### src/snpf_pkg.sv
`timescale 1ns / 1ps
package snpf_pkg;

  localparam int COORD_W    = 32;
  localparam int POINT_W    = 3 * COORD_W;
  localparam int CFG_DATA_W = 11;
  localparam int CFG_IDX_W  = 2;
  localparam int MIN_NBR_W  = 4;
  localparam int NBR_CNT_W  = 4;
  localparam int NUM_BELOW  = 4;
  localparam int NUM_ABOVE  = 3;

  localparam logic [CFG_DATA_W-1:0] FRAME_WIDTH_RST  = 11'd640;
  localparam logic [CFG_DATA_W-1:0] FRAME_HEIGHT_RST = 11'd576;
  localparam logic [MIN_NBR_W-1:0]  MIN_NBR_RST      = 4'd4;

  typedef enum logic {
    OP_POINT = 1'b0,
    OP_DRAIN = 1'b1
  } op_e;

  typedef enum logic [CFG_IDX_W-1:0] {
    CFG_FRAME_WIDTH  = 2'd0,
    CFG_FRAME_HEIGHT = 2'd1,
    CFG_MIN_NBR      = 2'd2
  } cfg_idx_e;

  // lookahead neighbors, in order: right, lower left, below, lower right
  typedef struct packed {
    logic                 interior;
    logic                 frame_end;
    logic [NUM_BELOW-1:0] late;
    logic [NUM_BELOW-1:0] fwd_hit;
    logic                 fwd_val;
  } dec_ctrl_t;

  // a point is invalid when every coordinate is +0 or -0
  function automatic logic point_valid(input logic [POINT_W-1:0] p);
    logic v;
    v = (|p[COORD_W-2:0]) | (|p[2*COORD_W-2:COORD_W])
      | (|p[3*COORD_W-2:2*COORD_W]);
    return v;
  endfunction

endpackage

### src/snpf_decide.sv
`timescale 1ns / 1ps
module snpf_decide #(
  parameter int MAX_WIDTH = 1024,
  localparam int PTR_W = $clog2(MAX_WIDTH + 2)
) (
  input  logic                              clk_i,
  input  logic                              rst_ni,
  input  logic                              load_i,
  input  snpf_pkg::dec_ctrl_t               dec_ctrl_i,
  input  logic [PTR_W-1:0]                  pos_i,
  input  logic [snpf_pkg::NUM_BELOW-1:0]    below_rdata_i,
  input  logic [snpf_pkg::NUM_ABOVE-1:0]    above_rdata_i,
  input  logic [snpf_pkg::POINT_W-1:0]      point_rdata_i,
  input  logic [snpf_pkg::MIN_NBR_W-1:0]    min_nbr_i,
  input  logic                              out_ready_i,
  output logic                              out_valid_o,
  output logic [snpf_pkg::POINT_W-1:0]      out_point_o,
  output logic                              out_last_o,
  output logic                              free_o,
  output logic                              flt_we_o,
  output logic [PTR_W-1:0]                  flt_waddr_o,
  output logic                              flt_wdata_o
);
  import snpf_pkg::*;

  logic                 s1_q;
  dec_ctrl_t            s1_ctrl_q;
  logic [PTR_W-1:0]     s1_pos_q;
  logic                 last_dec_q;
  logic                 out_valid_q;
  logic [POINT_W-1:0]   out_point_q;
  logic                 out_last_q;

  logic [NUM_BELOW-1:0] below_eff;
  logic [7:0]           nbr;
  logic [NBR_CNT_W-1:0] count;
  logic                 center;
  logic                 drop;
  logic                 s1_adv;

  // neighbors below and to the right are raw; not yet arrived counts as invalid
  always_comb begin
    for (int k = 0; k < NUM_BELOW; k++) begin
      if (s1_ctrl_q.late[k]) begin
        below_eff[k] = 1'b0;
      end else if (s1_ctrl_q.fwd_hit[k]) begin
        below_eff[k] = s1_ctrl_q.fwd_val;
      end else begin
        below_eff[k] = below_rdata_i[k];
      end
    end
  end

  // left neighbor is always the previous decision
  assign nbr = {above_rdata_i, last_dec_q, below_eff};

  always_comb begin
    count = '0;
    for (int i = 0; i < 8; i++) begin
      count = count + NBR_CNT_W'(nbr[i]);
    end
  end

  assign center = point_valid(point_rdata_i);
  assign drop   = s1_ctrl_q.interior && center && (count < NBR_CNT_W'(min_nbr_i));
  assign s1_adv = s1_q && (!out_valid_q || out_ready_i);
  assign free_o = !s1_q || s1_adv;

  always_ff @(posedge clk_i or negedge rst_ni) begin
    if (!rst_ni) begin
      s1_q        <= 1'b0;
      out_valid_q <= 1'b0;
      last_dec_q  <= 1'b0;
    end else begin
      if (load_i) begin
        s1_q <= 1'b1;
      end else if (s1_adv) begin
        s1_q <= 1'b0;
      end
      if (s1_adv) begin
        out_valid_q <= 1'b1;
        last_dec_q  <= center && !drop;
      end else if (out_ready_i) begin
        out_valid_q <= 1'b0;
      end
    end
  end

  always_ff @(posedge clk_i) begin
    if (load_i) begin
      s1_ctrl_q <= dec_ctrl_i;
      s1_pos_q  <= pos_i;
    end
    if (s1_adv) begin
      out_point_q <= drop ? '0 : point_rdata_i;
      out_last_q  <= s1_ctrl_q.frame_end;
    end
  end

  assign out_valid_o = out_valid_q;
  assign out_point_o = out_point_q;
  assign out_last_o  = out_last_q;
  assign flt_we_o    = s1_adv;
  assign flt_waddr_o = s1_pos_q;
  assign flt_wdata_o = center && !drop;

`ifndef SYNTHESIS
  a_no_overrun: assert property (@(posedge clk_i) disable iff (!rst_ni)
    load_i |-> free_o)
    else $error("decision loaded while the decide stage was stalled");
`endif

endmodule

### config.mk
export PLATFORM = sky130hd
export DESIGN_NAME = snpf_decide
export DESIGN_NICKNAME = d
export VERILOG_FILES = /design/src/snpf_pkg.sv /design/src/snpf_decide.sv
export SDC_FILE = /design/constraint.sdc
export NUM_CORES = 1
export LEC_CHECK = 0
export BUFFER_PORTS_ARGS = -buffer_cell sky130_fd_sc_hd__buf_2
export CAP_MARGIN = 20
export CELL_PAD_IN_SITES_DETAIL_PLACEMENT = 0
export CELL_PAD_IN_SITES_GLOBAL_PLACEMENT = 2
export CORE_UTILIZATION = 29
export CTS_CLUSTER_SIZE = 28
export DETAILED_ROUTE_END_ITERATION = 6
export PLACE_DENSITY = 0.87
export SYNTH_ARGS = -nofsm -noshare
export SYNTH_HDL_FRONTEND = slang
export SYNTH_SLANG_ARGS = --single-unit
### constraint.sdc
create_clock -name clk_i -period 6 [get_ports clk_i]
set_input_delay 0.9 -clock clk_i [delete_from_list [all_inputs] [get_ports clk_i]]
set_output_delay 0.9 -clock clk_i [all_outputs]
set_load 0.05 [all_outputs]
==> results.md, run 1 <==
- Cell taking the most area after synthesis: edfxtp_1
- Worst Setup Start Kind: input port
- Setup TNS: 0 ps
- First-pass GRT wire length: ~19,000 um
- Post-synthesis sequential area ratio: 0.742
- Crit-path max cell delay: 540 ps
- Endpoints failing hold: 0
- DP HPWL: around 9500 um
- Worst-margin pin slew: 756 ps
- Clk buf depth: 2
- CP Capture Type: output pin
- Critical Path AT: between 4000 and 5000 ps
- CTS Hold Bufs: 0
- Power, Total: 3.06 mW
- Via density: around 4.3
- Leakage: between 2 and 3 nW
- Pin count of the biggest net entering global routing: between 90 and 100
- Final Setup Violations: 0
- Drt pass-1 iters: 4
- Yosys top cell area share: 0.727
- Fin nets: a little over 700
- Initial antenna violation count: 5
- Critical Path RT: ~5100 ps
- Htree depth: 4
- Port Buf Inserts: between 200 and 250
- Setup ws final: 815 ps
- EDFF count, synth: about 120
- Number of CTS-inserted buffers: 17
- Avg Inst Size Synth: 15.8 um^2
- # DRC: 0
- Critical path origin: above_rdata_i[0]
- R2r startpoint: last_dec_q$_DFFE_PN0P_
- Vias in the first global route: approximately 3,600
- Post-Syn Nets: between 400 and 500
- Clk sinks: around 120
- Most used cell, CP: fa_1
- I/O Pins: about 250
- MaxCap Viol Count: 0
- DRT antenna net count: 0
- Max Freq: 193 MHz
- Vias: 3,472
- Non-filler cells in the finished layout: 800
- Post-synthesis register bit count: 122
- Placed cells: around 770
- Final Core Density: 0.418
- Post-synth ARST share: 0.0246
- Iteration-0 DRC count of the detailed router: between 100 and 150
- Final period util: 0.864
- Max VDD drop: 0.000164 V
- WS Path Type: input port to output pin
- Status: finished clean
- CTS tree: done
- Final instance area: around 6900 um^2
- Initial core utilization: 0.297
- DP Worst Slack: about 800 ps
- Min Hold Slack: ~280 ps
- PD cells: 441 nW/um^2
- Ys Warns: 0
- RSZ-0062 raised after global routing: false
- Row cnt: 47
- Syn-to-layout area delta: 41.0%
- Main synth FF type: edfxtp_1
- Clk slew on worst S/H paths: 50 ps
- Slew HR: 0.496
- CORE AREA: 16,600 um^2
- Yosys cell types: 32
- DP Area: 6390 um^2
- Clk_lat worst skew: a little over 400 ps
- Full die area: between 15,000 and 20,000 um^2
- Die height: around 130 um
- Layout cells sized above 1: 0.481
- GP Congestion: around 0.71
- Grt ovf: 0
- Root buf cell: clkbuf_16
- Clock Skew: slightly above 9 ps
- Largest cells by area after synthesis: edfxtp_1, and2_1, nor4_1
- Die W: ~130 um
- Cells after Synth: approximately 310
- Critical Path Slowest Stage Cell: fa_1
- Crit path time final: ~5200 ps
- Hold WC Path Type: input port to asynchronous set/reset pin
- Fill cells: 1,598
- Worst path cell trace: buf_2 -> inv_1 -> fa_1 -> fa_1 -> fa_1 -> inv_1 -> ha_1 -> fa_1 -> ha_1 -> a21o_1 -> a31o_2 -> o21a_1 -> buf_2
- Max Fanout on Critical Path: 2
- Max-slew violation count: 0
- DR WL/cell: roughly 16 um
- Final WL: approximately 12,000 um
- Gr usage total: 0.146
- CTS resizes: 0
- Post-CTS Setup Bufs: 0
- Synth Cell Area: between 4000 and 5000 um^2
final cells by class:
type / instances / area (um^2) / share of cell area
inverter: 11 / 43.8 / 0.00632
clock inverter: 12 / 108 / 0.0155
clock buffer: 19 / 433 / 0.0625
timing repair buffer: 246 / 1240 / 0.178
antenna: 2 / 5.00 / 0.000722
sequential: 122 / 3650 / 0.526
multi-input combinational: 168 / 1180 / 0.171
tap: 220 / 275 / 0.0397
state kept, by name, summed over array words and instances, names as in the netlist:
name,count
out_last_o,1
out_valid_o,1
last_dec_q,1
out_point_o,96
s1_ctrl_q,11
s1_q,1
flt_waddr_o,11
kinds of logic (layout without fill, tap and decap cells):
group,Yosys count,in the layout,share of synthesized area
and+or+nand+nor,143,143,0.183
DFF,122,122,0.742
buffers and inverters,21,288,0.0176
adders and majority gates,10,10,0.0316
AOI/OAI and AO/OA,10,10,0.0155
muxes,4,4,0.00814
xor gates and xnor gates,1,1,0.00178
other,0,2,0
metal layers:
layer	GRT usage	vias to the layer above	wire, um	part of all wire
li1	-	1658	-	-
met3	0.0619	23	1180	0.095
met1	0.160	1626	4850	0.39
met4	0.0728	6	263	0.021
met5	0	-	37	0.0030
met2	0.241	159	6100	0.49
final timing paths:
check                           cells past startpoint                             to  slack (ps)
worst max-delay path                               13                    flt_wdata_o         810
worst min register to register                      0           out_last_o$_DFFE_PP_         420
max in group asynchronous                           1               s1_q$_DFFE_PN0P_        5600
worst max register to register                     12  out_point_o[33]$_SDFFCE_PP0P_        1750
worst min-delay path                                1        out_valid_o$_DFFE_PN0P_         280
min in group clk_i                                  0           out_last_o$_DFFE_PP_         420
synth_stat cells, types with 3 or more instances:
library cell,count
and2_1,92
clkbuf_1,9
dfrtp_1,3
edfxtp_1,119
fa_1,4
ha_1,6
inv_1,11
mux2i_1,4
nand2_1,3
nand2b_1,4
nand3_1,3
nand4_1,4
nor4_1,22
o2bb2ai_1,3
or2_2,4
layout by cell type (no fill, tap or decap), types with 3 or more instances in the layout:
cell and n:
edfxtp_1 119, nor4_1 22, or2_2 4, and2_1 92, buf_2 244, fa_1 4
dfrtp_1 3, mux2i_1 4, ha_1 6, nand3_1 3, inv_1 10, nand2b_1 4
nand2_1 3, o2bb2ai_1 3, nand4_1 4, clkinv_1 6, clkbuf_16 17
power by group:
part	internal (mW)	switching [mW]
registers	1.13	0.0324
logic	0.261	0.691
clock network	0.597	0.348
critical path: cells and delay by family:
| family | cells | cell delay, ps |
|---|---|---|
| adders and majority gates | 6 | 2470 |
| AOI/OAI and AO/OA | 3 | 530 |
| buffers and inverters | 4 | 380 |
Note: power is estimated with default switching activity, not from simulation.
==> run 2, diff against run 1 <==
Settings changed: CTS_BUF_LIST from default to sky130_fd_sc_hd__clkbuf_16.
==> run 2 against run 1 <==
  * Final cell count is the same
  * Via count is essentially flat
  * Largest power group unchanged
  * Register-to-register slack about the same
  * Fmax about the same
  * Global-route usage unchanged
==> results.md, run 2 (synthesis results as in run 1) <==
- Gate power share: 0.312 (about the same)
- Initial antenna violation count: 5 (unchanged)
- Final Setup Violations: 0 (unchanged)
- Row cnt: 47 (unchanged)
- CTS tree: done
- Slew HR: 0.496 (+0.000546)
- CORE AREA: 16,600 um^2 (unchanged)
- Most common cell after layout, fill and taps aside: buf_2
- DR WL/cell: 15.5 um (about the same)
- PD cells: 441 nW/um^2 (-0.11%)
- Max Freq: 193 MHz (about the same)
- Clk slew on worst S/H paths: 50 ps (about the same)
- Worst path cell trace: buf_2 -> inv_1 -> fa_1 -> fa_1 -> fa_1 -> inv_1 -> ha_1 -> fa_1 -> ha_1 -> a21o_1 -> a31o_2 -> o21a_1 -> buf_2
- Crit-path max cell delay: 540 ps (about the same)
- Vias: 3,470 (-0.058%)
- Largest delay share family, worst path: adder cells
- MaxCap Viol Count: 0 (unchanged)
- DRT antenna net count: 0 (unchanged)
- CTS resizes: 0 (unchanged)
- Most used cell, CP: fa_1
- DP HPWL: 9460 um (unchanged)
- Critical Path AT: 4290 ps (about the same)
- Leakage: 2.95 nW (+0.28%)
- Layout cells sized above 1: 0.481 (unchanged)
- First-pass GRT wire length: 19,100 um (unchanged)
- DP Area: 6390 um^2 (unchanged)
- Clk_lat worst skew: 410 ps (about the same)
- Most frequent cells in the layout: buf_2, edfxtp_1, and2_1
- Vias in the first global route: 3,632 (unchanged)
- CP Capture Type: output pin
- Die height: 132 um (unchanged)
- Htree depth: 4 (unchanged)
- Port Buf Inserts: 244 (unchanged)
- Die W: 132 um (unchanged)
- CTS Hold Bufs: 0 (unchanged)
- Max Fanout on Critical Path: 2 (unchanged)
- WS Path Type: input port to output pin
- Pin count of the biggest net entering global routing: 97 (unchanged)
- Final period util: 0.864 (about the same)
- Fill cells: 1,598 (unchanged)
- Final WL: 12,400 um (about the same)
- Critical Path Slowest Stage Cell: fa_1
- Hold WC Path Type: input port to asynchronous set/reset pin
- Via density: 4.34 (about the same)
- Switching Share: 0.351 (+0.000451)
- # DRC: 0 (unchanged)
- Initial core utilization: 0.297 (unchanged)
- Clk buf depth: 2 (unchanged)
- Fin nets: 709 (unchanged)
- Gr usage total: 0.146 (unchanged)
- Max VDD drop: 0.000164 V (about the same)
- Crit path time final: 5190 ps (+0.0970 ps)
- Final instance area: 6930 um^2 (unchanged)
- Drt pass-1 iters: 4 (unchanged)
- Worst Setup Start Kind: input port
- Clock Skew: 9.11 ps (+0.00611 ps)
- GP Congestion: 0.714 (unchanged)
- Bufs and invs on worst path: 4 (unchanged)
- Sequential share of power: 0.380 (about the same)
- Setup TNS: 0 ps (unchanged)
- Iteration-0 DRC count of the detailed router: 143 (+2.1%)
- Post-CTS Setup Bufs: 0 (unchanged)
- Number of CTS-inserted buffers: 17 (unchanged)
- I/O Pins: 245 (unchanged)
- Syn-to-layout area delta: 41.0% (unchanged)
- Sw power: 1.07 mW (about the same)
- Endpoints failing hold: 0 (unchanged)
- Internal Power: 1.98 mW (-0.17%)
- Clock share of power: 0.308 (about the same)
- Full die area: 17,500 um^2 (unchanged)
- Clk sinks: 122 (unchanged)
- RSZ-0062 raised after global routing: false
- Status: finished clean
- Max-slew violation count: 0 (unchanged)
- Max reg flops: 96 (unchanged)
- Grt ovf: 0 (unchanged)
- Critical Path RT: 5100 ps (about the same)
- Worst-margin pin slew: 755 ps (-0.818 ps)
- Root buf cell: clkbuf_16
## run 2: final cells by class
type | instances | area (um^2) | area share
diodes | 2 | 5.00 | 0.000722
clock buffers | 17 | 425 | 0.0614
clock inverters | 14 | 115 | 0.0166
inverters | 11 | 43.8 | 0.00632
multi-input cells | 168 | 1180 | 0.171
flip-flops and latches | 122 | 3650 | 0.526
well taps | 220 | 275 | 0.0397
repair buffers | 246 | 1240 | 0.178
## run 2: power by group through the flow
stage / Combinational [mW] / Sequential, mW / Clock [mW]
after floorplan: 0.313 / 1.60 / 0
after global placement: 0.949 / 1.17 / 0
after detailed placement: 0.970 / 1.18 / 0
after CTS: 0.971 / 1.16 / 0.967
after global routing: 1.02 / 1.17 / 1.00
final: 0.953 / 1.16 / 0.942
## run 2: final timing paths
kind,end,cells past startpoint,start,slack [ps]
worst max-delay path,flt_wdata_o,13,above_rdata_i[0],810
worst min-delay path,out_valid_o$_DFFE_PN0P_,1,rst_ni,280
worst max register to register,out_point_o[33]$_SDFFCE_PP0P_,12,last_dec_q$_DFFE_PN0P_,1740
worst min register to register,out_last_o$_DFFE_PP_,0,s1_ctrl_q[9]$_DFFE_PP_,420
max in group asynchronous,s1_q$_DFFE_PN0P_,1,rst_ni,5600
min in group clk_i,out_last_o$_DFFE_PP_,0,s1_ctrl_q[9]$_DFFE_PP_,420
## run 2: through the flow
step	util	total power [mW]	hold slack, ps	setup WS [ps]	cells
floorplan	-	1.91	400	831	311
global placement	0.385	2.12	407	839	767
detailed placement	0.385	2.15	405	798	767
CTS	0.418	3.10	255	791	798
global route	0.418	3.20	258	683	798
finish	0.418	3.05	283	815	800
## run 2: per-layer routing
| layer | vias up | wire, um | GRT usage |
|---|---|---|---|
| met5 | - | 37 | 0 |
| met4 | 6 | 263 | 0.0728 |
| met3 | 23 | 1180 | 0.0619 |
| met2 | 159 | 6090 | 0.241 |
| met1 | 1624 | 4860 | 0.160 |
| li1 | 1658 | - | - |
==> run 3, diff against run 2 <==
Settings changed: RECOVER_POWER from default to 50.
==> run 3 against run 2 <==
  * The flow now finishes with violations (max-capacitance violations, max-slew violations)
  * Die area is the same
  * Critical path depth is the same
  * Power shrank 0.67%
  * Clock power is essentially flat
==> results.md, run 3 (synthesis results as in run 1) <==
- Status: complete, but fails checks
- Failing checks: max-capacitance violations, max-slew violations
- Max VDD drop: 0.000165 V (+0.18%)
- Grt ovf: 0 (unchanged)
- Final WL: 12,500 um (+0.74%)
- Clk_lat worst skew: 410 ps (about the same)
- Final Core Density: 0.411 (-0.00702)
- WS Path Type: input port to output pin
- Most common cell after layout, fill and taps aside: buf_2
- Final period util: 0.864 (about the same)
- Clk slew on worst S/H paths: 50 ps (about the same)
- Fill cells: 1,630 (+2.0%)
- Clk sinks: 122 (unchanged)
- Setup TNS: 0 ps (unchanged)
- Vias: 3,474 (+0.12%)
- CP Capture Type: output pin
- Number of CTS-inserted buffers: 17 (unchanged)
- Pin count of the biggest net entering global routing: 97 (unchanged)
- RSZ-0062 raised after global routing: false
- Final Setup Violations: 0 (unchanged)
- Fin nets: 709 (unchanged)
- Full die area: 17,500 um^2 (unchanged)
- Vias in the first global route: 3,632 (unchanged)
- Htree depth: 4 (unchanged)
- Most frequent cells in the layout: buf_2, edfxtp_1, and2_1, clkbuf_1, nor4_1
- Worst Setup Start Kind: input port
- Worst-margin pin slew: 1750 ps (+993 ps)
- CTS tree: done
- Syn-to-layout area delta: 38.6%
- DR WL/cell: 15.6 um (+0.74%)
- Top Usage Layer GRT: met2
- Max Fanout on Critical Path: 2 (unchanged)
- DP HPWL: 9460 um (unchanged)
- Leakage: 2.68 nW (-9.3%)
- CTS Hold Bufs: 0 (unchanged)
- Endpoints failing hold: 0 (unchanged)
- Row cnt: 47 (unchanged)
- Clock Skew: 8.60 ps (-0.517 ps)
- PD cells: 445 nW/um^2 (+1.0%)
- Max Freq: 193 MHz (about the same)
- DRT antenna net count: 0 (unchanged)
- Post-CTS Setup Bufs: 0 (unchanged)
- CTS resizes: 0 (unchanged)
- Die W: 132 um (unchanged)
- Port Buf Inserts: 244 (unchanged)
- First-pass GRT wire length: 19,100 um (unchanged)
- Initial core utilization: 0.297 (unchanged)
- GP Congestion: 0.714 (unchanged)
- MaxCap Viol Count: 1 (+1)
- Slew HR: -0.172 (-0.668)
- Critical Path AT: 4290 ps (about the same)
- Drt pass-1 iters: 4 (unchanged)
- R2r startpoint: last_dec_q$_DFFE_PN0P_
- I/O Pins: 245 (unchanged)
- CORE AREA: 16,600 um^2 (unchanged)
- Grt met2 use: 0.241 (unchanged)
- Gr usage total: 0.146 (unchanged)
- Die height: 132 um (unchanged)
- Met1 Track Usage GR: 0.160 (unchanged)
- Max-slew violation count: 41 (+41)
- Critical Path RT: 5100 ps (about the same)
- Layout cells sized above 1: 0.322 (-0.159)
- Critical path origin: above_rdata_i[0]
- Max reg flops: 96 (unchanged)
- Iteration-0 DRC count of the detailed router: 146 (+2.1%)
- # DRC: 0 (unchanged)
- Crit path time final: 5190 ps (+1.12 ps)
- Clk buf depth: 2 (unchanged)
- Via density: 4.34 (+0.12%)
- Root buf cell: clkbuf_16
- Hold WC Path Type: input port to asynchronous set/reset pin
- Worst r2r path cells: 12 (unchanged)
- Initial antenna violation count: 5 (unchanged)
- Met3 usage: 0.0619 (unchanged)
==> run 3: changes by cell type in the layout (fill, tap and decap cells not counted), sizes merged <==
cell,previous run,this run
buf,246,154
inv,13,12
clkinvlp,2,3
clkbuf,17,109
==> run 3: report_power, final <==
part	total, mW	switching (mW)	internal [mW]
sequential	1.17	0.0358	1.13
clock	0.942	0.348	0.594
combinational	0.926	0.692	0.235
==> run 3: path summary, 6_finish.rpt <==
check                                           endpoint  slack, ps
setup reg to reg           out_point_o[32]$_SDFFCE_PP0P_       1750
max in group asynchronous               s1_q$_DFFE_PN0P_       5540
setup / recovery                             flt_wdata_o        810
min in group clk_i                  out_last_o$_DFFE_PP_        420
hold / removal                   out_valid_o$_DFFE_PN0P_        300
hold reg to reg                     out_last_o$_DFFE_PP_        420
==> run 3: routing by layer <==
layer / wire [um] / vias to the layer above
met5: 37 / -
met4: 241 / 6
met3: 1170 / 21
met2: 6140 / 147
met1: 4930 / 1645
li1: - / 1655
==> run 3: metrics by stage <==
stage / area [um^2] / setup WS [ps] / power, mW / instances / hold slack [ps]
3_3_place_gp: 6390 / 839 / 2.12 / 767 / 407
2_1_floorplan: 4920 / 831 / 1.91 / 311 / 400
6_report: 6820 / 814 / 3.03 / 800 / 296
4_1_cts: 6930 / 791 / 3.10 / 798 / 255
3_5_place_dp: 6390 / 798 / 2.15 / 767 / 405
5_1_grt: 6810 / 683 / 3.18 / 798 / 285
==> run 3: area by class of cell <==
class / instances / area, um^2 / area share
clock buffer: 17 / 425 / 0.0624
inverter: 11 / 42.5 / 0.00624
clock inverter: 14 / 115 / 0.0169
antenna: 2 / 5.00 / 0.000734
tap: 220 / 275 / 0.0404
multi-input combinational: 168 / 1180 / 0.173
sequential: 122 / 3650 / 0.535
timing repair buffer: 246 / 1120 / 0.164
==> run 3: worst max-delay path, cell delays in order <==
cell and delay [ps]:
buf_2 80, inv_1 50, fa_1 500, fa_1 520
fa_1 540, inv_1 40, ha_1 190, fa_1 440
ha_1 280, a21o_1 170, a31o_2 250, o21a_1 110
buf_2 210
