## src/snpf_pkg.sv

```systemverilog
`timescale 1ns / 1ps
package snpf_pkg;

  localparam int COORD_W    = 32;
  localparam int POINT_W    = 3 * COORD_W;
  localparam int CFG_DATA_W = 11;
  localparam int CFG_IDX_W  = 2;
  localparam int MIN_NBR_W  = 4;
  localparam int NBR_CNT_W  = 4;
  localparam int NUM_BELOW  = 4;
  localparam int NUM_ABOVE  = 3;

  localparam logic [CFG_DATA_W-1:0] FRAME_WIDTH_RST  = 11'd640;
  localparam logic [CFG_DATA_W-1:0] FRAME_HEIGHT_RST = 11'd576;
  localparam logic [MIN_NBR_W-1:0]  MIN_NBR_RST      = 4'd4;

  typedef enum logic {
    OP_POINT = 1'b0,
    OP_DRAIN = 1'b1
  } op_e;

  typedef enum logic [CFG_IDX_W-1:0] {
    CFG_FRAME_WIDTH  = 2'd0,
    CFG_FRAME_HEIGHT = 2'd1,
    CFG_MIN_NBR      = 2'd2
  } cfg_idx_e;

  // lookahead neighbors, in order: right, lower left, below, lower right
  typedef struct packed {
    logic                 interior;
    logic                 frame_end;
    logic [NUM_BELOW-1:0] late;
    logic [NUM_BELOW-1:0] fwd_hit;
    logic                 fwd_val;
  } dec_ctrl_t;

  // a point is invalid when every coordinate is +0 or -0
  function automatic logic point_valid(input logic [POINT_W-1:0] p);
    logic v;
    v = (|p[COORD_W-2:0]) | (|p[2*COORD_W-2:COORD_W])
      | (|p[3*COORD_W-2:2*COORD_W]);
    return v;
  endfunction

endpackage

```

## src/snpf_ctrl.sv

```systemverilog
`timescale 1ns / 1ps
module snpf_ctrl #(
  parameter int MAX_WIDTH  = 1024,
  parameter int MAX_HEIGHT = 1024,
  localparam int PTR_W = $clog2(MAX_WIDTH + 2)
) (
  input  logic                                     clk_i,
  input  logic                                     rst_ni,
  input  logic [snpf_pkg::CFG_DATA_W-1:0]          frame_width_i,
  input  logic [snpf_pkg::CFG_DATA_W-1:0]          frame_height_i,
  input  logic                                     accept_i,
  input  snpf_pkg::op_e                            op_i,
  input  logic                                     new_valid_i,
  output logic                                     decide_o,
  output snpf_pkg::dec_ctrl_t                      dec_ctrl_o,
  output logic [PTR_W-1:0]                         wr_ptr_o,
  output logic [PTR_W-1:0]                         rd_ptr_o,
  output logic [snpf_pkg::NUM_BELOW-1:0][PTR_W-1:0] below_raddr_o,
  output logic [snpf_pkg::NUM_ABOVE-1:0][PTR_W-1:0] above_raddr_o
);
  import snpf_pkg::*;

  localparam int WW    = $clog2(MAX_WIDTH + 1);
  localparam int HW    = $clog2(MAX_HEIGHT + 1);
  localparam int COL_W = $clog2(MAX_WIDTH);
  localparam int ROW_W = $clog2(MAX_HEIGHT);

  logic [COL_W-1:0] dec_col_q, dec_col_d;
  logic [ROW_W-1:0] dec_row_q, dec_row_d;
  logic [PTR_W-1:0] pend_q, pend_d;
  logic [PTR_W-1:0] wr_ptr_q, wr_ptr_d;
  logic [PTR_W-1:0] rd_ptr_q, rd_ptr_d;

  logic [WW-1:0]    w;
  logic [HW-1:0]    h;
  logic [PTR_W-1:0] w_p;
  logic             is_point;
  logic             decide;
  logic [PTR_W-1:0] newest;
  logic [NUM_BELOW-1:0][PTR_W-1:0] off;
  logic [NUM_BELOW-1:0] late;
  logic [NUM_BELOW-1:0] fwd_hit;
  logic [WW-1:0]    col_inc;
  logic [HW-1:0]    row_inc;
  logic [HW-1:0]    row_t;
  logic             interior;
  logic             frame_end;

  // geometry is clamped and read live on every beat
  always_comb begin
    if (frame_width_i == '0) begin
      w = WW'(1);
    end else if (32'(frame_width_i) > 32'(MAX_WIDTH)) begin
      w = WW'(MAX_WIDTH);
    end else begin
      w = WW'(frame_width_i);
    end
    if (frame_height_i == '0) begin
      h = HW'(1);
    end else if (32'(frame_height_i) > 32'(MAX_HEIGHT)) begin
      h = HW'(MAX_HEIGHT);
    end else begin
      h = HW'(frame_height_i);
    end
  end

  assign w_p      = PTR_W'(w);
  assign is_point = (op_i == OP_POINT);
  assign decide   = is_point ? (pend_q > w_p) : (pend_q != '0);
  assign newest   = is_point ? pend_q : pend_q - PTR_W'(1);

  // right, lower left, below, lower right
  assign off[0] = PTR_W'(1);
  assign off[1] = w_p - PTR_W'(1);
  assign off[2] = w_p;
  assign off[3] = w_p + PTR_W'(1);

  always_comb begin
    for (int k = 0; k < NUM_BELOW; k++) begin
      late[k]          = off[k] > newest;
      fwd_hit[k]       = is_point && (off[k] == pend_q);
      below_raddr_o[k] = rd_ptr_q + off[k];
    end
  end

  assign above_raddr_o[0] = rd_ptr_q - w_p - PTR_W'(1);
  assign above_raddr_o[1] = rd_ptr_q - w_p;
  assign above_raddr_o[2] = rd_ptr_q - w_p + PTR_W'(1);

  assign col_inc   = WW'(dec_col_q) + WW'(1);
  assign row_inc   = HW'(dec_row_q) + HW'(1);
  assign interior  = (dec_col_q != '0) && (col_inc < w) && (dec_row_q != '0) && (row_inc < h);
  assign frame_end = (col_inc == w) && (row_inc == h);

  always_comb begin
    if (col_inc >= w) begin
      dec_col_d = '0;
      row_t     = row_inc;
    end else begin
      dec_col_d = COL_W'(col_inc);
      row_t     = HW'(dec_row_q);
    end
    dec_row_d = (row_t >= h) ? '0 : ROW_W'(row_t);
  end

  always_comb begin
    wr_ptr_d = wr_ptr_q;
    rd_ptr_d = rd_ptr_q;
    pend_d   = pend_q;
    if (is_point) begin
      wr_ptr_d = wr_ptr_q + PTR_W'(1);
      if (!decide) begin
        pend_d = pend_q + PTR_W'(1);
      end
    end else if (decide) begin
      pend_d = pend_q - PTR_W'(1);
    end
    if (decide) begin
      rd_ptr_d = rd_ptr_q + PTR_W'(1);
    end
  end

  always_ff @(posedge clk_i or negedge rst_ni) begin
    if (!rst_ni) begin
      dec_col_q <= '0;
      dec_row_q <= '0;
      pend_q    <= '0;
      wr_ptr_q  <= '0;
      rd_ptr_q  <= '0;
    end else if (accept_i) begin
      wr_ptr_q <= wr_ptr_d;
      rd_ptr_q <= rd_ptr_d;
      pend_q   <= pend_d;
      if (decide) begin
        dec_col_q <= dec_col_d;
        dec_row_q <= dec_row_d;
      end
    end
  end

  assign decide_o   = decide;
  assign dec_ctrl_o = '{
    interior:  interior,
    frame_end: frame_end,
    late:      late,
    fwd_hit:   fwd_hit,
    fwd_val:   new_valid_i
  };
  assign wr_ptr_o   = wr_ptr_q;
  assign rd_ptr_o   = rd_ptr_q;

`ifndef SYNTHESIS
  a_pend_bound: assert property (@(posedge clk_i) disable iff (!rst_ni)
    pend_q <= PTR_W'(MAX_WIDTH + 1))
    else $error("pending count beyond one row plus one");

  a_ptr_track: assert property (@(posedge clk_i) disable iff (!rst_ni)
    rd_ptr_q + pend_q == wr_ptr_q)
    else $error("decide pointer lost track of write pointer");

  a_empty_drain: assert property (@(posedge clk_i) disable iff (!rst_ni)
    accept_i && (op_i == OP_DRAIN) && (pend_q == '0) |-> !decide_o)
    else $error("drain with nothing pending made a decision");
`endif

endmodule

```

## config.mk

```make
export PLATFORM = sky130hd
export DESIGN_NAME = snpf_ctrl
export DESIGN_NICKNAME = d
export VERILOG_FILES = /design/src/snpf_pkg.sv /design/src/snpf_ctrl.sv
export SDC_FILE = /design/constraint.sdc
export NUM_CORES = 1
export LEC_CHECK = 0
export ABC_AREA = 1
export BUFFER_PORTS_ARGS = -buffer_cell sky130_fd_sc_hd__clkbuf_2
export CORE_MARGIN = 10
export CORE_UTILIZATION = 45
export CTS_BUF_LIST = sky130_fd_sc_hd__clkbuf_4
export DETAILED_ROUTE_END_ITERATION = 10
export PLACE_DENSITY = 0.66
export SETUP_SLACK_MARGIN = 0.02
export SLEW_MARGIN = 20
export SYNTH_ARGS = -nofsm -noshare
export SYNTH_HDL_FRONTEND = slang
export SYNTH_SLANG_ARGS = --single-unit
```

## constraint.sdc

```tcl
create_clock -name clk_i -period 15.05 [get_ports clk_i]
set_input_delay 4.515 -clock clk_i [delete_from_list [all_inputs] [get_ports clk_i]]
set_output_delay 4.515 -clock clk_i [all_outputs]
set_load 0.1 [all_outputs]
```

==> flow_metrics.env, run 1 <==
export IMPL_areaGrowthSynthToFinish_pct=10.6
export IMPL_postSynthAreaPerCell_um2=6.68
export IMPL_start_util=0.461
export IMPL_dieHeight_um=156
export IMPL_drt_vias_per_instance=5.48
export IMPL_gp_congestion=1.00
export IMPL_route_vias_total=8753
export IMPL_fillCellCount=1859
export IMPL_worst_slew_pin_slew_ns=0.731
export IMPL_fin_nets=1527
export IMPL_die_area_um2=24400
export IMPL_worstPathBufferInverterCount=3
export IMPL_complex_gate_fraction_of_the_synthesized_area=0.127
export IMPL_synth_top_cells_by_area="sky130_fd_sc_hd__ha_1 20%, sky130_fd_sc_hd__dfrtp_1 16%, sky130_fd_sc_hd__nand2_1 12%, sky130_fd_sc_hd__xor2_1 7.9%, sky130_fd_sc_hd__inv_1 7.0%"
export IMPL_initial_antenna_violation_count=1
export IMPL_tritoncts="built"
export IMPL_post_route_min_period_ns=12.84
export IMPL_synth_seq_cells=53
export IMPL_cts_inserted_buffers=5
export IMPL_post_cts_resize_count=0
export IMPL_synth_mux_area_frac=0
export IMPL_core_area_um2=18100
export IMPL_cts_post_setup_buffers_inserted=0
export IMPL_maxClockFrequency_ghz=0.0779
export IMPL_yosys_cell_types_count=47
export IMPL_cp_num_cells=20
export IMPL_timing_critical_path_from_type="input pin"
export IMPL_drv_slew=0
export IMPL_syn_nets=1413
export IMPL_clk_pin_slew_worst_paths_ns=0.18
export IMPL_grt_setup_unrepaired="no"
export IMPL_grt_overflow_total=0
export IMPL_ratio_of_cells_with_drive_above_1_in_the_final_layout=0.129
export IMPL_critPathSlowestCell="sky130_fd_sc_hd__clkbuf_2"
export IMPL_holdCritPathClass="reg2reg"
export IMPL_path_delay_family="simple AND/OR/NAND/NOR gates"
export IMPL_tritoncts_sinks=53
export IMPL_critPathCaptureType="primary output"
export IMPL_hold_buffers=0
export IMPL_grt_max_degree=54
export IMPL_post_synth_and_or_nand_nor_area_fraction=0.310
export IMPL_dp_final_hpwl_um=22400
export IMPL_r2r_setup_slack_ns=10.12
export IMPL_register_area_um2=1330
export IMPL_clock_tree_htree_level_count=2
export IMPL_critical_path_most_common_cell="sky130_fd_sc_hd__nor2_1"
export IMPL_io_pins=138
export IMPL_multiInputGateArea_um2=6240
export IMPL_synth_yosys_warnings=0
export IMPL_drtPass1Iterations=5
export IMPL_synth_flop_cell="sky130_fd_sc_hd__dfrtp_1"
export IMPL_synth_xor_xnor_area_share=0.104
export IMPL_synthCells=1250
export IMPL_wl_per_cell_um=17.1
export IMPL_finalClockSkew_ns=0.0144
export IMPL_cts_buffer_depth=2
export IMPL_synth_edf_count=0
export IMPL_grtUsageTotal=0.219
export IMPL_numPortBuffers=135
export IMPL_number_of_nets_still_failing_antenna_checks_after_routing=0
export IMPL_detail_route_iter0_violations=610
export IMPL_run_status="finished clean"
export IMPL_worst_path_cell_trace="clkbuf_2 > nor2_1 > nand2_1 > nor2_1 > nor2_2 > nor2_1 > ha_1 > inv_1 > nor4_1 > nand2_1 > nor2_1 > a21oi_1 > nor2_1 > ha_1 > nand2_1 > nor3_1 > nand3_1 > o2111ai_1 > xnor3_1 > clkbuf_2"
export IMPL_setup_tns_final_ns=0
export IMPL_critical_path_arrival_ns=8.32
export IMPL_required_time_reported_for_the_critical_path_endpoint_ns=10.54
export IMPL_synth_async_sr_flop_share=1.00
export IMPL_number_of_max_cap_violations=0
export IMPL_routed_wirelength_um=27300
export IMPL_highest_cell_delay_on_the_worst_timing_path_ns=0.38
export IMPL_synth_sequential_area_ratio=0.159
export IMPL_fraction_of_the_cycle_the_final_worst_path_needs=0.853
export IMPL_holdPathStages=1
export IMPL_cell_type_with_the_largest_total_area_after_synthesis="sky130_fd_sc_hd__ha_1"
export IMPL_slew_headroom=0.513
export IMPL_fp_dieW_um=156
export IMPL_grt_pass1_wl_um=43600
export IMPL_synthDominantCellAreaShare=0.198
export IMPL_report_final_hold_viol_count=0
export IMPL_path_class="in2out"
export IMPL_via_count_of_the_first_global_routing_pass=8327
export IMPL_count_of_endpoints_failing_setup_in_the_final_report=0
export IMPL_synth_top_family_by_area="simple AND/OR/NAND/NOR gates"
export IMPL_cell_area_after_synthesis_um2=8350
export IMPL_num_rows=49
export IMPL_worst_path_max_fanout=4
export IMPL_insertion_delay_ns=0.44
export IMPL_remaining_drc_errors=0
export IMPL_worst_r2r_path_depth=21
export IMPL_synthAdderAreaFrac=0.207
export IMPL_root_buffer="sky130_fd_sc_hd__clkbuf_4"
routing by layer:
| layer | vias to the layer above | GRT usage | wire length [um] |
|---|---|---|---|
| met2 | 284 | 0.366 | 12600 |
| li1 | 4399 | - | - |
| met1 | 4044 | 0.287 | 12200 |
| met5 | - | 0 | 0 |
| met4 | 0 | 0.0431 | 340 |
| met3 | 26 | 0.0403 | 2190 |
final cells by class:
class / count / share of cell area
Multi-Input combinational cell: 1004 / 0.676
Sequential cell: 53 / 0.144
Timing Repair Buffer: 138 / 0.0756
Inverter: 162 / 0.0659
Tap cell: 229 / 0.0310
Clock buffer: 5 / 0.00407
Clock inverter: 3 / 0.00271
Antenna cell: 2 / 0.000542
state kept, by name, summed over array words and instances, names as in the netlist:
register   cells
dec_col_q     10
dec_row_q     10
pend_q        11
rd_ptr_o      11
wr_ptr_o      11
kinds of logic after synthesis:
group,Yosys count
AOI/OAI and AO/OA,190
adders and majority gates,136
xor gates and xnor gates,93
buffers and inverters,193
and+or+nand+nor,585
DFF,53
cells in the final DEF (no fill, tap or decap), drive strengths merged, types with 4 or more instances in the layout:
master and count:
nand2 277, inv 161, clkbuf 140, ha 132, nor2 113, nand3 100
o21ai 88, xor2 78, a21oi 76, dfrtp 53, nand4 35, nor3 30
nor4 13, xnor2 13, and2 9, o2111ai 8, o31ai 4, fa 4
path summary, 6_finish.rpt:
path	from	end
worst max-delay path	frame_width_i[9]	below_raddr_o[43]
min in group asynchronous	rst_ni	dec_col_q[0]$_DFFE_PN0P_
worst max register to register	dec_col_q[0]$_DFFE_PN0P_	dec_row_q[3]$_DFFE_PN0P_
worst min register to register	wr_ptr_o[10]$_DFFE_PN0P_	wr_ptr_o[10]$_DFFE_PN0P_
worst min-delay path	wr_ptr_o[10]$_DFFE_PN0P_	wr_ptr_o[10]$_DFFE_PN0P_
max in group asynchronous	rst_ni	pend_q[9]$_DFFE_PN0P_
synthesized netlist by cell type (4+ instances only):
cell and number:
sky130_fd_sc_hd__dfrtp_1 53, sky130_fd_sc_hd__a21oi_1 74, sky130_fd_sc_hd__o21ai_1 5, sky130_fd_sc_hd__nor3_1 27
sky130_fd_sc_hd__nand2_1 275, sky130_fd_sc_hd__fa_1 4, sky130_fd_sc_hd__nor2_2 6, sky130_fd_sc_hd__nand3_1 97
sky130_fd_sc_hd__buf_2 10, sky130_fd_sc_hd__nor4_1 13, sky130_fd_sc_hd__and2_1 9, sky130_fd_sc_hd__nor2_1 106
sky130_fd_sc_hd__inv_2 5, sky130_fd_sc_hd__o2111ai_1 8, sky130_fd_sc_hd__clkbuf_1 11, sky130_fd_sc_hd__ha_1 132
sky130_fd_sc_hd__inv_1 155, sky130_fd_sc_hd__o31ai_1 4, sky130_fd_sc_hd__o21ai_0 81, sky130_fd_sc_hd__buf_4 8
sky130_fd_sc_hd__xnor2_1 13, sky130_fd_sc_hd__xor2_1 75, sky130_fd_sc_hd__nand4_1 35
through the flow:
stage	cell area (um^2)	hold WS, ns	setup WS (ns)	utilization	cells
floorplan	8350	0.471	1.35	-	1250
global placement	9160	0.458	2.36	0.507	1586
detailed placement	9160	0.471	2.27	0.507	1586
CTS	9230	0.495	2.24	0.510	1594
global route	9230	0.504	1.81	0.510	1596
finish	9230	0.487	2.21	0.510	1596
Power of run 1 is not shown: default switching activity piles up to over one toggle a cycle in this logic, so the estimate is an artifact.
==> run 2, diff against run 1 <==
CTS_BUF_LIST = default   (was sky130_fd_sc_hd__clkbuf_4)
==> run 2 against run 1 <==
Wire length is essentially flat. Setup slack got worse by 0.019 ns. Critical endpoint unchanged. Clock skew decreased by 0.00056 ns. Final area is 0.89% higher. Sequential share of layout area decreased by 0.13 points. Count of clock-buffer cells in the layout did not move.
==> flow_metrics.env, run 2 (synthesis gave the netlist of run 1 again) <==
export IMPL_diodes=0
export IMPL_start_util=0.461
export IMPL_run_status="finished clean"
export IMPL_tritoncts_sinks=53
export IMPL_insertion_delay_ns=0.32
export IMPL_numPortBuffers=135
export IMPL_report_final_hold_viol_count=0
export IMPL_worst_path_cell_trace="clkbuf_2 > nor2_1 > nand2_1 > nor2_1 > nor2_2 > nor2_1 > ha_1 > inv_1 > nor4_1 > nand2_1 > nor2_1 > a21oi_1 > nor2_1 > ha_1 > nand2_1 > nor3_1 > nand3_1 > o2111ai_1 > xnor3_1 > clkbuf_2"
export IMPL_layout_commonest_cell="sky130_fd_sc_hd__nand2_1"
export IMPL_dp_final_hpwl_um=22400
export IMPL_number_of_nets_still_failing_antenna_checks_after_routing=0
export IMPL_via_count_of_the_first_global_routing_pass=8317
export IMPL_slew_headroom=0.514
export IMPL_critical_path_arrival_ns=8.34
export IMPL_grt_setup_unrepaired="no"
export IMPL_drt_vias_per_instance=5.54
export IMPL_fp_dieW_um=156
export IMPL_hold_slack_ns=0.477
export IMPL_routed_wirelength_um=27300
export IMPL_initial_antenna_violation_count=0
export IMPL_post_route_min_period_ns=12.86
export IMPL_io_pins=138
export IMPL_grt_overflow_total=0
export IMPL_path_class="in2out"
export IMPL_critPathCaptureType="primary output"
export IMPL_critical_path_most_common_cell="sky130_fd_sc_hd__nor2_1"
export IMPL_maxClockFrequency_ghz=0.0778
export IMPL_wl_per_cell_um=17.2
export IMPL_fin_nets=1527
export IMPL_root_buffer="sky130_fd_sc_hd__clkbuf_16"
export IMPL_fraction_of_the_cycle_the_final_worst_path_needs=0.854
export IMPL_drtPass1Iterations=5
export IMPL_required_time_reported_for_the_critical_path_endpoint_ns=10.54
export IMPL_detail_route_iter0_violations=580
export IMPL_num_rows=49
export IMPL_die_area_um2=24400
export IMPL_cts_buffer_depth=2
export IMPL_grtUsageTotal=0.219
export IMPL_cts_inserted_buffers=5
export IMPL_hold_buffers=0
export IMPL_ratio_of_cells_with_drive_above_1_in_the_final_layout=0.129
export IMPL_number_of_max_cap_violations=0
export IMPL_areaGrowthSynthToFinish_pct=11.6
export IMPL_dieHeight_um=156
export IMPL_grt_max_degree=54
export IMPL_worst_path_max_fanout=4
export IMPL_route_vias_total=8823
export IMPL_tritoncts="built"
export IMPL_drv_slew=0
export IMPL_remaining_drc_errors=0
export IMPL_cts_post_setup_buffers_inserted=0
export IMPL_layout_cells_most_common_list="275 x sky130_fd_sc_hd__nand2_1, 155 x sky130_fd_sc_hd__inv_1, 135 x sky130_fd_sc_hd__clkbuf_2, 132 x sky130_fd_sc_hd__ha_1, 106 x sky130_fd_sc_hd__nor2_1"
export IMPL_core_area_um2=18100
export IMPL_post_cts_resize_count=0
export IMPL_count_of_endpoints_failing_setup_in_the_final_report=0
export IMPL_holdCritPathClass="reg2reg"
export IMPL_worst_slew_pin_slew_ns=0.729
export IMPL_setup_tns_final_ns=0
export IMPL_grt_pass1_wl_um=43600
export IMPL_highest_cell_delay_on_the_worst_timing_path_ns=0.38
export IMPL_critPathSlowestCell="sky130_fd_sc_hd__clkbuf_2"
export IMPL_gp_congestion=1.00
export IMPL_finalClockSkew_ns=0.0138
export IMPL_clock_tree_htree_level_count=2
export IMPL_timing_critical_path_from_type="input pin"
export IMPL_clk_pin_slew_worst_paths_ns=0.08
run 2: changes by cell type in the layout (fill, tap and decap cells not counted):
cell,previous run,this run
sky130_fd_sc_hd__clkbuf_4,5,0
sky130_fd_sc_hd__clkbuf_16,0,5
sky130_fd_sc_hd__diode_2,2,0
run 2: final cells by class:
type                    count  area (um^2)
fillers                  1847         8770
multi-input cells        1004         6240
flip-flops and latches     53         1330
repair buffers            138          698
inverters                 162          608
well taps                 229          287
clock buffers               5          125
clock inverters             3         25.0
run 2: path summary, 6_finish.rpt:
kind / cells past startpoint / from / end / slack, ns
max in group asynchronous: 2 / rst_ni / pend_q[9]$_DFFE_PN0P_ / 10.22
setup reg to reg: 21 / dec_col_q[0]$_DFFE_PN0P_ / dec_row_q[3]$_DFFE_PN0P_ / 10.17
hold / removal: 1 / wr_ptr_o[10]$_DFFE_PN0P_ / wr_ptr_o[10]$_DFFE_PN0P_ / 0.48
setup / recovery: 20 / frame_width_i[9] / below_raddr_o[43] / 2.19
hold reg to reg: 1 / wr_ptr_o[10]$_DFFE_PN0P_ / wr_ptr_o[10]$_DFFE_PN0P_ / 0.48
min in group asynchronous: 2 / rst_ni / dec_col_q[5]$_DFFE_PN0P_ / 4.34
run 2: layer usage:
layer	vias up	global-route usage	share of wire
met3	40	0.0416	0.082
met4	0	0.0494	0.017
li1	4395	-	-
met5	-	0	0
met1	4080	0.286	0.44
met2	308	0.366	0.46
run 2: critical path: cells and delay by family:
| kind | cells | cell delay [ns] |
|---|---|---|
| simple gates | 12 | 2.21 |
| xor+xnor | 1 | 0.33 |
| buf+inv | 3 | 0.56 |
| fa+ha+maj | 2 | 0.48 |
| compound gates | 2 | 0.22 |
run 2: through the flow:
step,utilization,cell area (um^2),instances,setup slack [ns]
2_1_floorplan,-,8350,1250,1.35
4_1_cts,0.515,9310,1594,2.24
3_5_place_dp,0.507,9160,1586,2.27
5_1_grt,0.515,9310,1594,1.81
3_3_place_gp,0.507,9160,1586,2.36
6_report,0.515,9310,1594,2.19
Power of run 2 is left out for the same reason.
==> run 3, diff against run 2 <==
CTS_BUF_LIST = sky130_fd_sc_hd__clkbuf_4 sky130_fd_sc_hd__clkbuf_8   (was default)
==> run 3 against run 2 <==
Maximum frequency grew 0.12%. Non-clock buffer count is the same. First-iteration DRC count shrank 0.34%. Global-route usage is essentially flat. Setup slack gained 0.015 ns. Wire length is essentially flat.
==> flow_metrics.env, run 3 (synthesis gave the netlist of run 1 again) <==
export IMPL_remaining_drc_errors=0
export IMPL_final_design_area_no_fill_um2=9260
export IMPL_ratio_of_cells_with_drive_above_1_in_the_final_layout=0.129
export IMPL_dpl_cell_area_um2=9160
export IMPL_post_route_min_period_ns=12.84
export IMPL_routed_wirelength_um=27300
export IMPL_clk_pin_slew_worst_paths_ns=0.12
export IMPL_setup_tns_final_ns=0
export IMPL_slew_headroom=0.510
export IMPL_grt_pass1_wl_um=43600
export IMPL_drtPass1Iterations=5
export IMPL_gp_congestion=1.00
export IMPL_critPathSlowestCell="sky130_fd_sc_hd__clkbuf_2"
export IMPL_worst_path_cell_trace="clkbuf_2 > nor2_1 > nand2_1 > nor2_1 > nor2_2 > nor2_1 > ha_1 > inv_1 > nor4_1 > nand2_1 > nor2_1 > a21oi_1 > nor2_1 > ha_1 > nand2_1 > nor3_1 > nand3_1 > o2111ai_1 > xnor3_1 > clkbuf_2"
export IMPL_critical_path_most_common_cell="sky130_fd_sc_hd__nor2_1"
export IMPL_pre_cts_ws_ns=2.27
export IMPL_run_status="finished clean"
export IMPL_cts_inserted_buffers=5
export IMPL_drv_slew=0
export IMPL_holdCritPathClass="reg2reg"
export IMPL_number_of_max_cap_violations=0
export IMPL_cts_post_setup_buffers_inserted=0
export IMPL_grt_max_degree=54
export IMPL_initial_antenna_violation_count=0
export IMPL_route_vias_total=8819
export IMPL_cts_buffer_depth=2
export IMPL_fp_dieW_um=156
export IMPL_wl_per_cell_um=17.1
export IMPL_fillCellCount=1861
export IMPL_critPathCaptureType="primary output"
export IMPL_maxClockFrequency_ghz=0.0779
export IMPL_count_of_endpoints_failing_setup_in_the_final_report=0
export IMPL_layout_cells_most_common_list="275 x sky130_fd_sc_hd__nand2_1, 155 x sky130_fd_sc_hd__inv_1, 135 x sky130_fd_sc_hd__clkbuf_2, 132 x sky130_fd_sc_hd__ha_1, 106 x sky130_fd_sc_hd__nor2_1"
export IMPL_dieHeight_um=156
export IMPL_num_rows=49
export IMPL_insertion_delay_ns=0.35
export IMPL_timing_critical_path_from_type="input pin"
export IMPL_via_count_of_the_first_global_routing_pass=8321
export IMPL_fin_nets=1527
export IMPL_highest_cell_delay_on_the_worst_timing_path_ns=0.38
export IMPL_register_area_um2=1330
export IMPL_areaGrowthSynthToFinish_pct=10.9
export IMPL_multiInputGateArea_um2=6240
export IMPL_die_area_um2=24400
export IMPL_core_area_um2=18100
export IMPL_required_time_reported_for_the_critical_path_endpoint_ns=10.54
export IMPL_layout_commonest_cell="sky130_fd_sc_hd__nand2_1"
export IMPL_path_delay_family="simple AND/OR/NAND/NOR gates"
export IMPL_finalClockSkew_ns=0.0109
export IMPL_number_of_nets_still_failing_antenna_checks_after_routing=0
export IMPL_root_buffer="sky130_fd_sc_hd__clkbuf_8"
export IMPL_dp_final_hpwl_um=22400
export IMPL_tritoncts="built"
export IMPL_path_class="in2out"
export IMPL_worst_slew_pin_slew_ns=0.735
export IMPL_clock_tree_htree_level_count=2
export IMPL_diodes=0
export IMPL_hold_buffers=0
export IMPL_setup_slack_ns=2.21
export IMPL_grt_setup_unrepaired="no"
export IMPL_io_pins=138
export IMPL_detail_route_iter0_violations=578
export IMPL_grt_overflow_total=0
export IMPL_report_final_hold_viol_count=0
export IMPL_start_util=0.461
export IMPL_grtUsageTotal=0.219
export IMPL_tritoncts_sinks=53
export IMPL_worstPathBufferInverterCount=3
export IMPL_drt_vias_per_instance=5.53
export IMPL_numPortBuffers=135
export IMPL_fraction_of_the_cycle_the_final_worst_path_needs=0.853
export IMPL_worst_path_max_fanout=4
export IMPL_critical_path_arrival_ns=8.33
export IMPL_post_cts_resize_count=0
[run 3: routing by layer]
metal | share of wire | track usage | up-vias
met2 | 0.46 | 0.366 | 314
met1 | 0.44 | 0.286 | 4075
met3 | 0.085 | 0.0416 | 30
li1 | - | - | 4400
met5 | 0 | 0 | -
met4 | 0.013 | 0.0485 | 0
[run 3: worst reg2reg max path, delay by kind of cell, from the launching register on]
kind            cells  cell delay [ns]
fa+ha+maj           2             0.65
compound gates      3             0.35
simple gates       15             3.18
xor+xnor            1             0.20
flops               1             0.47
[run 3: cell type report]
cell class	instances	area share
Timing Repair Buffer	138	0.0754
Tap cell	229	0.0310
Sequential cell	53	0.143
Clock buffer	5	0.00743
Inverter	162	0.0657
Clock inverter	3	0.00270
Multi-Input combinational cell	1004	0.675
[run 3: path summary, 6_finish.rpt]
path                                          startpoint                       end  slack [ns]  cells after the start
worst min register to register  wr_ptr_o[10]$_DFFE_PN0P_  wr_ptr_o[10]$_DFFE_PN0P_        0.48                      1
min in group asynchronous                         rst_ni   wr_ptr_o[8]$_DFFE_PN0P_        4.30                      2
worst max register to register  dec_col_q[0]$_DFFE_PN0P_  dec_row_q[3]$_DFFE_PN0P_       10.16                     21
worst max-delay path                    frame_width_i[9]         below_raddr_o[43]        2.21                     20
worst min-delay path            wr_ptr_o[10]$_DFFE_PN0P_  wr_ptr_o[10]$_DFFE_PN0P_        0.48                      1
max in group asynchronous                         rst_ni     pend_q[9]$_DFFE_PN0P_       10.26                      2
[run 3: metrics by stage]
step | instances | hold slack [ns] | util
global route | 1594 | 0.497 | 0.512
floorplan | 1250 | 0.471 | -
detailed placement | 1586 | 0.471 | 0.507
CTS | 1594 | 0.488 | 0.512
global placement | 1586 | 0.458 | 0.507
finish | 1594 | 0.482 | 0.512
Power of run 3 is left out for the same reason.
